[src/rtl/oile_pkg.sv]
// shared types and constants of the ordered id list engine
package oile_pkg;

	localparam int OP_W       = 3;
	localparam int FIELD_ID_W = 16;
	localparam int STATUS_W   = 2;
	localparam int OUT_CNT_W  = 5;

	// request codes; codes above search leave the list unchanged and answer with status ok
	typedef enum logic [OP_W-1:0] {
		OP_FRONT  = 3'd0,
		OP_BACK   = 3'd1,
		OP_AFTER  = 3'd2,
		OP_REMOVE = 3'd3,
		OP_SEARCH = 3'd4
	} op_t;

	typedef enum logic [STATUS_W-1:0] {
		ST_OK        = 2'd0,
		ST_NOT_FOUND = 2'd1,
		ST_FULL      = 2'd2
	} st_t;

	typedef enum logic [2:0] {
		S_IDLE,
		S_DISPATCH,
		S_WALK,
		S_INS,
		S_LINK,
		S_DONE
	} state_t;

	// controller to datapath
	typedef struct packed {
		logic latch_in;
		logic start_walk;
		logic walk_step;
		logic ins;
		logic link2;
		logic remove;
		logic res_set;
		logic res_found;
		logic load_out;
		st_t  res_code;
	} cmd_t;

	// datapath to controller
	typedef struct packed {
		op_t  op;
		logic full;
		logic empty;
		logic hit;
		logic last;
		logic out_free;
	} sts_t;

endpackage

[src/rtl/oile_ctrl.sv]
// sequencing state machine of the ordered id list engine
module oile_ctrl (
	input  logic           clk,
	input  logic           arst_n,
	input  logic           in_valid,
	output logic           in_ready,
	input  oile_pkg::sts_t sts,
	output oile_pkg::cmd_t cmd
);
	import oile_pkg::*;

	state_t state_q;
	state_t state_nxt;

	always_ff @(posedge clk or negedge arst_n) begin
		if (!arst_n) begin
			state_q <= S_IDLE;
		end else begin
			state_q <= state_nxt;
		end
	end

	always_comb begin
		state_nxt = state_q;
		cmd       = '0;
		cmd.res_code = ST_OK;
		in_ready  = 1'b0;
		case (state_q)
			S_IDLE: begin
				in_ready = 1'b1;
				if (in_valid) begin
					cmd.latch_in = 1'b1;
					state_nxt    = S_DISPATCH;
				end
			end
			S_DISPATCH: begin
				case (sts.op)
					OP_FRONT, OP_BACK: begin
						if (sts.full) begin
							cmd.res_set  = 1'b1;
							cmd.res_code = ST_FULL;
							state_nxt    = S_DONE;
						end else begin
							state_nxt = S_INS;
						end
					end
					OP_AFTER, OP_REMOVE, OP_SEARCH: begin
						if (sts.empty) begin
							cmd.res_set  = 1'b1;
							cmd.res_code = ST_NOT_FOUND;
							state_nxt    = S_DONE;
						end else begin
							cmd.start_walk = 1'b1;
							state_nxt      = S_WALK;
						end
					end
					default: begin
						cmd.res_set  = 1'b1;
						cmd.res_code = ST_OK;
						state_nxt    = S_DONE;
					end
				endcase
			end
			S_WALK: begin
				if (sts.hit) begin
					case (sts.op)
						OP_REMOVE: begin
							cmd.remove = 1'b1;
							state_nxt  = S_DONE;
						end
						OP_AFTER: begin
							if (sts.full) begin
								cmd.res_set  = 1'b1;
								cmd.res_code = ST_FULL;
								state_nxt    = S_DONE;
							end else begin
								state_nxt = S_INS;
							end
						end
						default: begin
							cmd.res_found = 1'b1;
							state_nxt     = S_DONE;
						end
					endcase
				end else if (sts.last) begin
					cmd.res_set  = 1'b1;
					cmd.res_code = ST_NOT_FOUND;
					state_nxt    = S_DONE;
				end else begin
					cmd.walk_step = 1'b1;
				end
			end
			S_INS: begin
				cmd.ins   = 1'b1;
				state_nxt = (sts.op == OP_AFTER) ? S_LINK : S_DONE;
			end
			S_LINK: begin
				cmd.link2 = 1'b1;
				state_nxt = S_DONE;
			end
			S_DONE: begin
				if (sts.out_free) begin
					cmd.load_out = 1'b1;
					state_nxt    = S_IDLE;
				end
			end
			default: begin
				state_nxt = S_IDLE;
			end
		endcase
	end

endmodule

[src/rtl/oile_dp.sv]
// list stores, walk registers, slot allocation and result register
module oile_dp #(
	parameter int CAPACITY = 16,
	parameter int ID_BITS  = 16
) (
	input  logic                                clk,
	input  logic                                arst_n,
	input  oile_pkg::cmd_t                      cmd,
	input  logic [oile_pkg::OP_W-1:0]           operation,
	input  logic [oile_pkg::FIELD_ID_W-1:0]     vehicle_id,
	input  logic [oile_pkg::FIELD_ID_W-1:0]     anchor_id,
	output oile_pkg::sts_t                      sts,
	output logic                                out_valid,
	input  logic                                out_ready,
	output logic [oile_pkg::STATUS_W-1:0]       status,
	output logic [oile_pkg::OUT_CNT_W-1:0]      position,
	output logic [oile_pkg::OUT_CNT_W-1:0]      entry_count
);
	import oile_pkg::*;

	localparam int SLOT_W = $clog2(CAPACITY);
	localparam int CNT_W  = $clog2(CAPACITY + 1);

	logic [ID_BITS-1:0] id_mem   [CAPACITY];
	logic [SLOT_W-1:0]  link_mem [CAPACITY];
	logic [SLOT_W-1:0]  fstk_mem [CAPACITY];

	op_t                op_q;
	logic [ID_BITS-1:0] key_q;
	logic [ID_BITS-1:0] anchor_q;

	logic [SLOT_W-1:0]  head_q;
	logic [SLOT_W-1:0]  tail_q;
	logic [CNT_W-1:0]   count_q;
	logic [CNT_W-1:0]   fresh_q;
	logic [CNT_W-1:0]   sp_q;

	logic [SLOT_W-1:0]  cur_q;
	logic [SLOT_W-1:0]  prev_q;
	logic               prev_vld_q;
	logic [CNT_W-1:0]   idx_q;
	logic [SLOT_W-1:0]  n_q;
	logic [ID_BITS-1:0] id_rd_q;
	logic [SLOT_W-1:0]  link_rd_q;
	logic [SLOT_W-1:0]  fstk_rd_q;

	st_t                res_status_q;
	logic [CNT_W-1:0]   res_pos_q;
	logic               out_valid_q;
	logic [STATUS_W-1:0]  out_status_q;
	logic [OUT_CNT_W-1:0] out_pos_q;
	logic [OUT_CNT_W-1:0] out_cnt_q;

	logic               rd_en;
	logic [SLOT_W-1:0]  rd_addr;
	logic [SLOT_W-1:0]  new_slot;
	logic [CNT_W-1:0]   sp_dec;
	logic               lw_en;
	logic [SLOT_W-1:0]  lw_addr;
	logic [SLOT_W-1:0]  lw_data;
	logic [ID_BITS-1:0] target;
	logic [31:0]        pos_ext;
	logic [31:0]        cnt_ext;

	assign rd_en    = cmd.start_walk | cmd.walk_step;
	assign rd_addr  = cmd.start_walk ? head_q : link_rd_q;
	assign new_slot = (sp_q != '0) ? fstk_rd_q : fresh_q[SLOT_W-1:0];
	assign sp_dec   = sp_q - 1'b1;
	assign target   = (op_q == OP_AFTER) ? anchor_q : key_q;

	// one link write per cycle at most
	always_comb begin
		lw_en   = 1'b0;
		lw_addr = cur_q;
		lw_data = link_rd_q;
		if (cmd.remove && prev_vld_q) begin
			lw_en   = 1'b1;
			lw_addr = prev_q;
			lw_data = link_rd_q;
		end
		if (cmd.ins) begin
			case (op_q)
				OP_FRONT: begin
					lw_en   = 1'b1;
					lw_addr = new_slot;
					lw_data = head_q;
				end
				OP_BACK: begin
					lw_en   = (count_q != '0);
					lw_addr = tail_q;
					lw_data = new_slot;
				end
				OP_AFTER: begin
					lw_en   = 1'b1;
					lw_addr = new_slot;
					lw_data = link_rd_q;
				end
				default: begin
					lw_en = 1'b0;
				end
			endcase
		end
		if (cmd.link2) begin
			lw_en   = 1'b1;
			lw_addr = cur_q;
			lw_data = n_q;
		end
	end

	// stores
	always_ff @(posedge clk) begin
		if (cmd.ins) begin
			id_mem[new_slot] <= key_q;
		end
		if (lw_en) begin
			link_mem[lw_addr] <= lw_data;
		end
		if (cmd.remove) begin
			fstk_mem[sp_q[SLOT_W-1:0]] <= cur_q;
		end
		if (rd_en) begin
			id_rd_q   <= id_mem[rd_addr];
			link_rd_q <= link_mem[rd_addr];
		end
		fstk_rd_q <= fstk_mem[sp_dec[SLOT_W-1:0]];
	end

	// list control state
	always_ff @(posedge clk or negedge arst_n) begin
		if (!arst_n) begin
			head_q  <= '0;
			tail_q  <= '0;
			count_q <= '0;
			fresh_q <= '0;
			sp_q    <= '0;
		end else begin
			if (cmd.ins) begin
				count_q <= count_q + 1'b1;
				if (sp_q != '0) begin
					sp_q <= sp_dec;
				end else begin
					fresh_q <= fresh_q + 1'b1;
				end
				case (op_q)
					OP_FRONT: begin
						head_q <= new_slot;
						if (count_q == '0) begin
							tail_q <= new_slot;
						end
					end
					OP_BACK: begin
						if (count_q == '0) begin
							head_q <= new_slot;
						end
						tail_q <= new_slot;
					end
					default: begin
					end
				endcase
			end
			if (cmd.link2 && (cur_q == tail_q)) begin
				tail_q <= n_q;
			end
			if (cmd.remove) begin
				count_q <= count_q - 1'b1;
				sp_q    <= sp_q + 1'b1;
				if (!prev_vld_q) begin
					head_q <= link_rd_q;
				end
				if (cur_q == tail_q) begin
					tail_q <= prev_vld_q ? prev_q : '0;
				end
				if (count_q == CNT_W'(1)) begin
					head_q <= '0;
					tail_q <= '0;
				end
			end
		end
	end

	// request, walk and result registers
	always_ff @(posedge clk) begin
		if (cmd.latch_in) begin
			op_q     <= op_t'(operation);
			key_q    <= ID_BITS'(vehicle_id);
			anchor_q <= ID_BITS'(anchor_id);
		end
		if (cmd.start_walk) begin
			cur_q      <= head_q;
			prev_vld_q <= 1'b0;
			idx_q      <= CNT_W'(1);
		end
		if (cmd.walk_step) begin
			prev_q     <= cur_q;
			prev_vld_q <= 1'b1;
			cur_q      <= link_rd_q;
			idx_q      <= idx_q + 1'b1;
		end
		if (cmd.ins) begin
			n_q          <= new_slot;
			res_status_q <= ST_OK;
			case (op_q)
				OP_BACK:  res_pos_q <= count_q + 1'b1;
				OP_AFTER: res_pos_q <= idx_q + 1'b1;
				default:  res_pos_q <= CNT_W'(1);
			endcase
		end
		if (cmd.res_set) begin
			res_status_q <= cmd.res_code;
			res_pos_q    <= '0;
		end
		if (cmd.res_found || cmd.remove) begin
			res_status_q <= ST_OK;
			res_pos_q    <= idx_q;
		end
	end

	// output register
	assign pos_ext = 32'(res_pos_q);
	assign cnt_ext = 32'(count_q);

	always_ff @(posedge clk or negedge arst_n) begin
		if (!arst_n) begin
			out_valid_q <= 1'b0;
		end else if (cmd.load_out) begin
			out_valid_q <= 1'b1;
		end else if (out_ready) begin
			out_valid_q <= 1'b0;
		end
	end

	always_ff @(posedge clk) begin
		if (cmd.load_out) begin
			out_status_q <= res_status_q;
			out_pos_q    <= pos_ext[OUT_CNT_W-1:0];
			out_cnt_q    <= cnt_ext[OUT_CNT_W-1:0];
		end
	end

	assign out_valid   = out_valid_q;
	assign status      = out_status_q;
	assign position    = out_pos_q;
	assign entry_count = out_cnt_q;

	assign sts.op       = op_q;
	assign sts.full     = (count_q == CNT_W'(CAPACITY));
	assign sts.empty    = (count_q == '0);
	assign sts.hit      = (id_rd_q == target);
	assign sts.last     = (idx_q == count_q);
	assign sts.out_free = !out_valid_q || out_ready;

endmodule

[src/rtl/ordered_id_list_engine.sv]
// top level of the ordered id list engine: stream ports, controller and datapath
// insert at front or back passes dispatch, insert and done before its result is registered;
//   search, remove and insert-after walk one list entry per cycle through the link store,
//   and insert-after then writes the new entry and relinks the anchor to it before done
// throughput: one item at a time; a new request is taken only once the last result is in the output register
// reset: arst_n empties the list at once; the id and link stores are not cleared
module ordered_id_list_engine #(
	parameter int CAPACITY = 16,
	parameter int ID_BITS  = 16
) (
	input  logic        clk,
	input  logic        arst_n,
	// request items
	input  logic        s_tvalid,
	output logic        s_tready,
	input  logic [39:0] s_tdata,   // operation[2:0], vehicle_id[18:3], anchor_id[34:19], zero pad
	// result items
	output logic        m_tvalid,
	input  logic        m_tready,
	output logic [15:0] m_tdata    // status[1:0], position[6:2], entry_count[11:7], zero pad
);
	import oile_pkg::*;

	cmd_t cmd;
	sts_t sts;

	// request fields
	logic [OP_W-1:0]       operation;
	logic [FIELD_ID_W-1:0] vehicle_id;
	logic [FIELD_ID_W-1:0] anchor_id;

	// result fields
	logic [STATUS_W-1:0]  status;
	logic [OUT_CNT_W-1:0] position;
	logic [OUT_CNT_W-1:0] entry_count;

	assign operation  = s_tdata[2:0];
	assign vehicle_id = s_tdata[18:3];
	assign anchor_id  = s_tdata[34:19];

	// sequencer: dispatch, walk, insert, relink, hand over result
	oile_ctrl u_ctrl (
		.clk      (clk),
		.arst_n   (arst_n),
		.in_valid (s_tvalid),
		.in_ready (s_tready),
		.sts      (sts),
		.cmd      (cmd)
	);

	// stores, free slot stack and output register
	oile_dp #(
		.CAPACITY (CAPACITY),
		.ID_BITS  (ID_BITS)
	) u_dp (
		.clk         (clk),
		.arst_n      (arst_n),
		.cmd         (cmd),
		.operation   (operation),
		.vehicle_id  (vehicle_id),
		.anchor_id   (anchor_id),
		.sts         (sts),
		.out_valid   (m_tvalid),
		.out_ready   (m_tready),
		.status      (status),
		.position    (position),
		.entry_count (entry_count)
	);

	// result packing, lowest field first
	assign m_tdata = {4'b0000, entry_count, position, status};

endmodule
[config.mk]
export PLATFORM = sky130hd
export DESIGN_NAME = ordered_id_list_engine
export DESIGN_NICKNAME = d
export VERILOG_FILES = /design/src/rtl/oile_pkg.sv /design/src/rtl/oile_ctrl.sv /design/src/rtl/oile_dp.sv /design/src/rtl/ordered_id_list_engine.sv
export SDC_FILE = /design/constraint.sdc
export NUM_CORES = 1
export LEC_CHECK = 0
export ABC_CLOCK_PERIOD_IN_PS = 10350
export BUFFER_PORTS_ARGS = -buffer_cell sky130_fd_sc_hd__buf_2
export CAP_MARGIN = 10
export CORE_AREA = 3 3 220 222
export CTS_BUF_LIST = sky130_fd_sc_hd__clkbuf_8
export CTS_CLUSTER_DIAMETER = 120
export DETAILED_ROUTE_END_ITERATION = 7
export DIE_AREA = 0 0 223 225
export GPL_TIMING_DRIVEN = 0
export PLACE_DENSITY = 0.63
export SYNTH_ARGS = -nofsm -noshare
export SYNTH_HDL_FRONTEND = slang
export SYNTH_SLANG_ARGS = --single-unit
[constraint.sdc]
create_clock -name clk -period 10.35 [get_ports clk]
set_input_delay 0.5175 -clock clk [delete_from_list [all_inputs] [get_ports clk]]
set_output_delay 0.5175 -clock clk [all_outputs]
set_load 0.01 [all_outputs]
After elaboration in Yosys (flattened, before gate mapping). Memories as Yosys holds them, arrays and structs flattened. A register that Yosys moved wholly into a read port is not among the register bits. Index checks and enable logic that the tools add are counted. W data, S select, Z words.

Register bits after elaboration: 99. Memory bits (writable): 384. Input bits: 44. Word-level logic and storage cells: 165. Memories: 3.

Memory list: u_dp.id_mem (words 16, width 16, read ports 1, clocked after Yosys merged registers in 1, write ports 1, line oile_dp.sv:24) `logic [ID_BITS-1:0] id_mem [CAPACITY];`; u_dp.fstk_mem (words 16, width 4, read ports 1, clocked after Yosys merged registers in 1, write ports 1, line oile_dp.sv:26) `logic [SLOT_W-1:0] fstk_mem [CAPACITY];`; u_dp.link_mem (words 16, width 4, read ports 1, clocked after Yosys merged registers in 1, write ports 1, line oile_dp.sv:25) `logic [SLOT_W-1:0] link_mem [CAPACITY];`.

Add/sub/neg operators: 6. Equality and inequality tests: 17. Multiplexer cells: 94. Bitwise logic cells: 2. Reductions and logical operators: 23.

Operator list (count): $mux W4 (21); $mux W5 (10); $mux W1 (38); $pmux W4 S2 (4); $mux W3 (7); $add A5 B1 Y5 const B (4); $pmux W3 S6 (1); $eq A16 B16 Y1 (1); $mux W16 (1); $eq A3 B2 Y1 const B (4); $mux W2 (5); $pmux W5 S2 (1); $reduce_bool A2 Y1 (5); $reduce_bool A5 Y1 (2); $sub A5 B1 Y5 const B (2); $eq A3 B3 Y1 const B (3); $pmux W2 S2 (2); $eq A3 B1 Y1 const B (2); $logic_not A3 Y1 (2); $pmux W1 S2 (3); $pmux W3 S2 (1); $reduce_or A2 Y1 (3); $eq A5 B1 Y1 const B (1); $eq A5 B5 Y1 (1); 14 further kinds (18).

Depth between registers and ports, before layout. Gate-level depths: netlist (run 1).

Word-level depth: 11. Depth in mapped cells: 15. Gate-level depth less buffers: 11.

By module. Synthesis (run 1) repeated with hierarchy kept, for this count alone.

Cell total of the unflattened synthesis: 1572. Area total of the unflattened synthesis: 21334.2 µm².

By module, submodules not included: oile_dp (instances 1, cells an instance 1507, area an instance 20902.5 µm², sequential area each 14919.3 µm²); oile_ctrl (instances 1, cells an instance 60, area an instance 397.9 µm², sequential area each 75.1 µm²); ordered_id_list_engine (instances 1, cells an instance 5, area an instance 33.8 µm², sequential area each 0.0 µm²).

Worst setup path before layout (run 1). No wires, ideal clock.

Path kind: reg2reg. From: register u_dp.sp_q[0]. To: memory u_dp.link_mem[0][0] in the netlist's numbering (enable). Library setup time: 361 ps. Arrival time: 3144 ps. Data required time: 9989 ps. Path slack: 6845 ps. Stages on the path, launching flop included: 12. Buffers on the path: 1. Period minus slack after synthesis: 3505 ps. Path through: dfrtp_1 clkbuf_1 inv_1 ha_1 nor4b_4 mux2i_1 inv_1 a22o_1 a21o_1 o21bai_1 o211ai_4 nor3_1.

Longest elaborated chain between the ends: 5.

Ends and longest elaborated chain: start: declaration (line oile_dp.sv:36) `logic [CNT_W-1:0] sp_q;`; start signal: assignment (line oile_dp.sv:140) `sp_q <= sp_dec;`; start signal: assignment (line oile_dp.sv:166) `sp_q <= sp_q + 1'b1;`; $reduce_bool A5 Y1 (line oile_dp.sv:67) `assign new_slot = (sp_q != '0) ? fstk_rd_q : fresh_q[SLOT_W-1:0];`; $mux W4 (line oile_dp.sv:67); named net u_dp.new_slot[3] (line oile_dp.sv:56) `logic [SLOT_W-1:0] new_slot;`; $pmux W4 S2 (line oile_dp.sv:82) `case (op_q)`; $mux W4 (line oile_dp.sv:81) `if (cmd.ins) begin`; $mux W4 (line oile_dp.sv:103) `if (cmd.link2) begin`; end: declaration (line oile_dp.sv:25).

The timed path passes the listed nets, and every way through them passes these cells.

Worst setup path in the final report (run 1).
From: register u_dp.sp_q[0]. To: memory u_dp.link_mem[2][1] in the netlist's numbering (enable).

The elaborated chain is that of the path after synthesis.

==> impl_metrics.csv, run 1 <==
group,metric,value,unit
worst_setup_path,end_kind,"flop",
synthesis,ys_ff_latch,506,
place,dp_slack,5.86,ns
power_and_ir_drop,peakVddDrop,166,uV
worst_setup_path,required,10.62,ns
worst_setup_path,crit_arrival,4.87,ns
power_and_ir_drop,p_clk_frac,0.275,
synthesis,synth_top_area_frac,0.680,
timing,fin_crit_sh,0.444,
power_and_ir_drop,internal_power,4080,uW
place,io_buffers,52,
cells_and_area,syn_to_final_growth,14.8,%
min_path,min_from,"s_tdata[25]",
place,hpwl,31.9,mm
cells_and_area,regArea,15000,um^2
route,dr.pass1.iters,5,
worst_setup_path,worst_setup_path_start_kind,"flop",
clock_tree,cts-root-buf,"clkbuf_8",
route,vias,12100,
power_and_ir_drop,p_comb_frac,0.269,
timing,setup_tns,0,ns
timing,timing.fmax,218,MHz
synthesis,syn_avg_cell_area,15.8,um^2
clock_tree,clk_pin_slew,0.06,ns
synthesis,seq_area_frac_synth,0.718,
die,start_util,0.449,
route,drt-vias-per-instance,5.57,
synthesis,yosysUniqueCellTypes,77,
global_route,grt_pass1_wl,71.0,mm
clock_tree,h-tree-depth,3,
synthesis,syn_area,20900,um^2
global_route,grt_remaining_overflow,0,
outcome,status,"completed",
timing,fin_crit,4.59,ns
timing,fin_ws,5.76,ns
cells_and_area,fillCellCount,3822,
worst_setup_path,r2r_end,"u_dp.link_mem[2][1]",
timing,grt_setup_unrepaired,"false",
power_and_ir_drop,leakage,0.00824,uW
clock_tree,cts.sinks,506,
synthesis,ys_async_sr_fraction,0.0514,
route,drt_iter0_markers,1112,
synthesis,netlist_instances,1318,
min_path,whs_endpoint,"u_dp.anchor_q[6]",
synthesis,synth-warning-count,0,
global_route,grtUsageTotal,0.183,
synthesis,synth_area_leaders,"edfxtp_1 (68%), mux4_2 (6.5%), dfrtp_1 (3.1%)",
die,die_x,223,um
min_path,hold_depth,1,
route,wire_per_inst,21.0,um
place,place_congestion,0.933,
power_and_ir_drop,power.density,254,nW/um^2
cells_and_area,multi_input_area,5520,um^2
clock_tree,numCtsBuffers,84,
clock_tree,clock_latency,0.67,ns
timing,relSlewSlack,0.301,
global_route,grt_max_degree,33,
die,fp.coreArea,46600,um^2
worst_setup_path,reg2reg_slack,5.76,ns
die,die_area,50200,um^2
power_and_ir_drop,switching_share,0.329,
power_and_ir_drop,p_total,6080,uW
power_and_ir_drop,seqPwrFrac,0.456,
route,post-route-drc-count,0,
worst_setup_path,r2r_cells,12,
clock_tree,cts_tree,"done",
power_and_ir_drop,p_switching,2000,uW
job,drv_cap,0,
die,boundaryPins,62,
global_route,grt_pass1_vias,12200,
timing,worst_pin_slew,1.04,ns
timing,fin_worst_skew,0.0356,ns
clock_tree,clockBufferDepth,3,
cells_and_area,nets,1551,
global_route,antenna_found_initial,0,
synthesis,synth_edf_count,473,
timing,setup_viol_count_final,0,
route,drt_wl_total,45.6,mm
cells_and_area,final_layout_size_suffix_gt1_frac,0.196,
synthesis,yosysTopAreaCell,"edfxtp_1",
worst_setup_path,criticalPathCategory,"flop to flop",
cells_and_area,diodes,0,
worst_setup_path,rr_startpoint,"u_dp.sp_q[0]",
synthesis,ys_dominant_reg_cell,"edfxtp_1",
min_path,hp-class,"primary input to flop",
die,die_y,225,um
die,rows,79,
clock_tree,cts_repair_resize_count,0,
timing,drv_slew,0,
timing,hold_violations,0,
worst_setup_path,crit_fanout,10,
route,postRouteAntennaNets,0,
## cells by family after synthesis
kind of cell             Yosys count  share of synthesized area
AO/OA/AOI/OAI                    148                     0.0529
XOR/XNOR                          40                     0.0168
adder cells (fa/ha/maj)            9                    0.00539
buffers and inverters             86                     0.0198
flip-flops                       506                      0.718
multiplexers                     119                     0.0933
other                              1                   0.000180
AND/OR/NAND/NOR                  409                     0.0938
## area by class of cell
class | instances | area share
timing repair buffer | 91 | 0.0289
inverter | 23 | 0.00360
clock buffer | 86 | 0.0493
buffer | 63 | 0.0136
tap | 607 | 0.0317
multi-input combinational | 729 | 0.230
clock inverter | 65 | 0.0175
sequential | 506 | 0.625
## synth_stat cells, types with 3 or more instances
cell,count
buf_6,5
nand3b_1,3
nand2_1,170
mux2i_1,53
o21ai_1,9
and2_1,9
buf_4,9
a22o_1,12
mux4_2,60
a21o_1,4
buf_2,15
nand2b_1,11
nor2_1,77
nand4_1,24
a211oi_1,6
a22oi_1,6
o41ai_1,3
nor2b_1,5
edfxtp_1,473
a222oi_1,3
nor4_2,3
a32oi_1,20
dfrtp_1,26
inv_1,22
ha_1,9
and3_1,4
xnor2_1,25
a221o_1,3
dfxtp_1,7
o21ai_0,27
nand3_1,56
nor3_1,24
nor3b_1,3
a21oi_1,18
xor2_1,15
o22ai_1,10
mux2_2,6
clkbuf_1,33
## through the flow
stage	area (um^2)	utilization	hold slack, ns	cells
after floorplan	20900	-	0.222	1321
after global placement	21900	0.471	0.403	1980
after detailed placement	22200	0.476	0.406	1997
after CTS	24000	0.515	0.00289	2168
after global routing	24000	0.515	0.0116	2170
final	24000	0.515	0.0530	2170
## registers in the layout, summed over array words and instances, names as in the netlist, 16 cells and up
name	cells
u_dp.anchor_q	16
u_dp.link_mem	64
u_dp.id_rd_q	16
u_dp.id_mem	256
u_dp.key_q	16
u_dp.fstk_mem	64
## worst max-delay path by stage
stage,startpoint,endpoint,cells past startpoint
6_report,u_dp.sp_q[0],u_dp.link_mem[2][1],12
5_1_grt,u_dp.sp_q[0],u_dp.link_mem[2][1],11
4_1_cts,u_dp.sp_q[0],u_dp.id_mem[5][15],7
3_5_place_dp,u_dp.sp_q[0],u_dp.link_mem[2][3],11
3_3_place_gp,u_dp.sp_q[0],u_dp.id_mem[12][6],7
2_1_floorplan,u_dp.sp_q[0],u_dp.link_mem[0][0],11
## critical path: stages (launching register included)
cell,delay (ns)
dfrtp_1,0.41
clkbuf_1,0.34
inv_1,0.19
ha_1,0.30
nor4b_4,0.53
mux2i_1,0.68
inv_1,0.24
a22o_1,0.25
nand2_1,0.06
o41ai_1,0.12
a31oi_2,0.34
nand2b_1,0.23
nor3_1,0.51
## power groups by stage
| stage | combinational [uW] | clock, uW | sequential [uW] |
|---|---|---|---|
| 2_1_floorplan | 1110 | 0 | 2740 |
| 6_report | 1640 | 1670 | 2780 |
| 4_1_cts | 1630 | 1720 | 2770 |
| 5_1_grt | 1790 | 1810 | 2800 |
| 3_5_place_dp | 1630 | 0 | 2810 |
| 3_3_place_gp | 1570 | 0 | 2810 |
## per-layer routing
metal / global-route usage / wire, um
met2: 0.287 / 21200
met5: 0 / 0
met1: 0.254 / 19600
met3: 0.0436 / 3440
met4: 0.0638 / 1320
## timing repair
| item | CTS | global route |
|---|---|---|
| setup buffers | 0 | 0 |
| endpoints found under the hold margin | 45 | 0 |
| setup endpoints to repair | 0 | 0 |
| hold buffers | 20 | 0 |
## cell usage in the layout (no fill, tap or decap), types with 9 or more instances in the layout
cell	instances
nor2_1	65
nand2b_1	11
edfxtp_1	473
nor3_1	24
a22o_1	12
clkbuf_1	33
nand3_1	56
dlygate4sd3_1	20
dfrtp_1	26
buf_4	17
nor2_2	12
clkinv_2	10
mux4_2	60
o22ai_1	10
o21ai_1	9
a32oi_1	20
inv_1	50
o21ai_0	27
xnor2_1	25
clkinv_1	17
nand4_1	24
buf_2	68
xor2_1	15
clkbuf_8	86
a21oi_1	18
nand2_1	170
ha_1	9
mux2i_1	53
Note: power is estimated with default switching activity, not from simulation.
==> inputs of run 2 (changes only) <==
--- a/config.mk
+++ b/config.mk
@@ -5,7 +5,7 @@
 export SDC_FILE = /design/constraint.sdc
 export NUM_CORES = 1
 export LEC_CHECK = 0
-export ABC_CLOCK_PERIOD_IN_PS = 10350
+export ABC_CLOCK_PERIOD_IN_PS = 4700
 export BUFFER_PORTS_ARGS = -buffer_cell sky130_fd_sc_hd__buf_2
 export CAP_MARGIN = 10
 export CORE_AREA = 3 3 220 222
==> constraint.sdc (replaced) <==
create_clock -name clk -period 4.7 [get_ports clk]
set_input_delay 0.235 -clock clk [delete_from_list [all_inputs] [get_ports clk]]
set_output_delay 0.235 -clock clk [all_outputs]
set_load 0.01 [all_outputs]
==> run 2 against run 1 <==
  * Final area grew 0.86%
  * Via count hardly changed
  * Clock-buffer cell count unchanged
  * Clock power up 120%
  * Combinational power grew 120%
  * Maximum frequency is 6.6% higher
  * Cell count increased by 0.92%
  * Global-route usage hardly changed
  * Core utilization is 0.44 points higher
  * Sequential cell count did not move
  * Clock skew is essentially flat
  * Register-to-register slack got worse by 5.4 ns
  * Critical path type unchanged
==> impl_metrics.csv, run 2 (synthesized netlist as in run 1, its figures left out) <==
group,metric,value,unit
clock_tree,clockBufferDepth,3,
place,place_congestion,0.933,
cells_and_area,fin_cells,2190,
timing,grt_setup_unrepaired,"false",
route,met2_length,21.2,mm
cells_and_area,final_cell_area,24200,um^2
route,dr_wl_met3,3.41,mm
route,vias,12100,
die,die_x,223,um
die,die_y,225,um
route,drt_wl_total,45.6,mm
cells_and_area,final_core_util,0.520,
die,rows,79,
global_route,grt_pass1_vias,12300,
worst_setup_path,criticalPathCategory,"flop to flop",
worst_setup_path,worst_setup_path_start_kind,"flop",
timing,hold_slack,0.144,ns
place,dpl.cell_count,1997,
clock_tree,cts_tree,"done",
route,wire_per_inst,20.8,um
power_and_ir_drop,leakage,0.00831,uW
cells_and_area,layout_commonest_cell,"edfxtp_1",
timing,hold_violations,0,
die,boundaryPins,62,
timing,setup_tns,0,ns
worst_setup_path,crit_arrival,4.58,ns
cells_and_area,fillCellCount,3800,
worst_setup_path,end_kind,"flop",
die,die_area,50200,um^2
die,start_util,0.449,
die,fp.coreArea,46600,um^2
outcome,status,"completed",
cells_and_area,largest_register,"u_dp.id_mem",
timing,fin_crit,4.31,ns
power_and_ir_drop,peakVddDrop,365,uV
timing,worst_pin_slew,1.00,ns
global_route,grt_pass1_wl,71.1,mm
route,dr.pass1.iters,5,
power_and_ir_drop,power.density,555,nW/um^2
global_route,grt_max_degree,33,
place,io_buffers,52,
clock_tree,h-tree-depth,3,
clock_tree,numCtsBuffers,84,
route,highest_layer,"met4",
cells_and_area,final_cell_mix,"edfxtp_1 (473), nand2_1 (170), clkbuf_8 (86)",
timing,fin_worst_skew,0.0359,ns
global_route,grt_remaining_overflow,0,
place,placed_area,22200,um^2
route,post-route-drc-count,0,
job,drv_cap,0,
clock_tree,cts.sinks,506,
route,drt-vias-per-instance,5.51,
timing,fin_crit_sh,0.917,
route,drt_iter0_markers,1115,
cells_and_area,nets,1571,
clock_tree,clock_latency,0.67,ns
cells_and_area,diodes,0,
timing,setup_viol_count_final,0,
clock_tree,clk_pin_slew,0.06,ns
route,wl_met1,19.7,mm
cells_and_area,final_layout_size_suffix_gt1_frac,0.197,
worst_setup_path,crit_fanout,10,
timing,relSlewSlack,0.326,
timing,timing.fmax,232,MHz
timing,drv_slew,0,
route,postRouteAntennaNets,0,
global_route,grtUsageTotal,0.184,
place,hpwl,31.9,mm
clock_tree,cts-root-buf,"clkbuf_8",
cells_and_area,syn_to_final_growth,15.8,%
worst_setup_path,required,4.97,ns
global_route,antenna_found_initial,0,
min_path,hp-class,"primary input to asynchronous set/reset pin",
cells_and_area,largest_reg_flops,256,
run 2: metrics by stage:
stage | setup slack, ns | total power [uW]
after floorplan | 1.19 | 8480
after global placement | 0.0307 | 9640
after detailed placement | 0.208 | 9780
after CTS | 0.176 | 13500
after global routing | 0.0809 | 14100
final | 0.391 | 13400
run 2: path summary, 6_finish.rpt:
check	startpoint	endpoint	slack, ns	cells after the start
setup / recovery	u_dp.sp_q[0]	u_dp.link_mem[2][1]	0.39	12
hold / removal	arst_n	u_dp.fresh_q[2]	0.14	2
setup reg to reg	u_dp.sp_q[0]	u_dp.link_mem[2][1]	0.39	12
hold reg to reg	u_dp.res_pos_q[0]	u_dp.position[0]	0.42	0
max in group asynchronous	arst_n	u_dp.head_q[0]	4.10	2
min in group clk	s_tdata[13]	u_dp.key_q[10]	0.28	2
run 2: worst max-delay path, stage by stage (launching register included):
cell      delay, ns
dfrtp_1        0.40
clkbuf_1       0.58
inv_1          0.17
ha_1           0.33
nor4b_4        0.16
buf_4          0.18
mux2i_2        0.45
inv_1          0.23
a22o_1         0.27
a21o_1         0.20
o21bai_1       0.23
o211ai_4       0.18
nor3_1         0.53
run 2: where the power goes:
part	leakage, uW	internal, uW	switching (uW)
logic	0.00273	1370	2250
registers	0.00466	5680	428
clock network	0.000925	1950	1740
total	0.00831	9010	4420
run 2: routing by layer:
layer	global-route usage	vias to the layer above
met5	0	-
met4	0.0642	0
met3	0.0435	103
met2	0.288	474
met1	0.254	5964
li1	-	5532
run 2: area by class of cell:
class	count	area (um^2)	area share
Clock buffer	86	1180	0.0489
Buffer	63	327	0.0135
Inverter	23	86.3	0.00357
Sequential cell	506	15000	0.620
Multi-Input combinational cell	729	5530	0.229
Timing Repair Buffer	111	888	0.0367
Clock inverter	65	420	0.0174
Tap cell	607	759	0.0314
run 2: what timing repair did:
item / CTS / global route
endpoints found under the setup margin: 0 / 50
endpoints found under the hold margin: 67 / 0
buffers inserted: 0 / 2
hold buffers: 38 / 0
gates resized for setup: 0 / 3
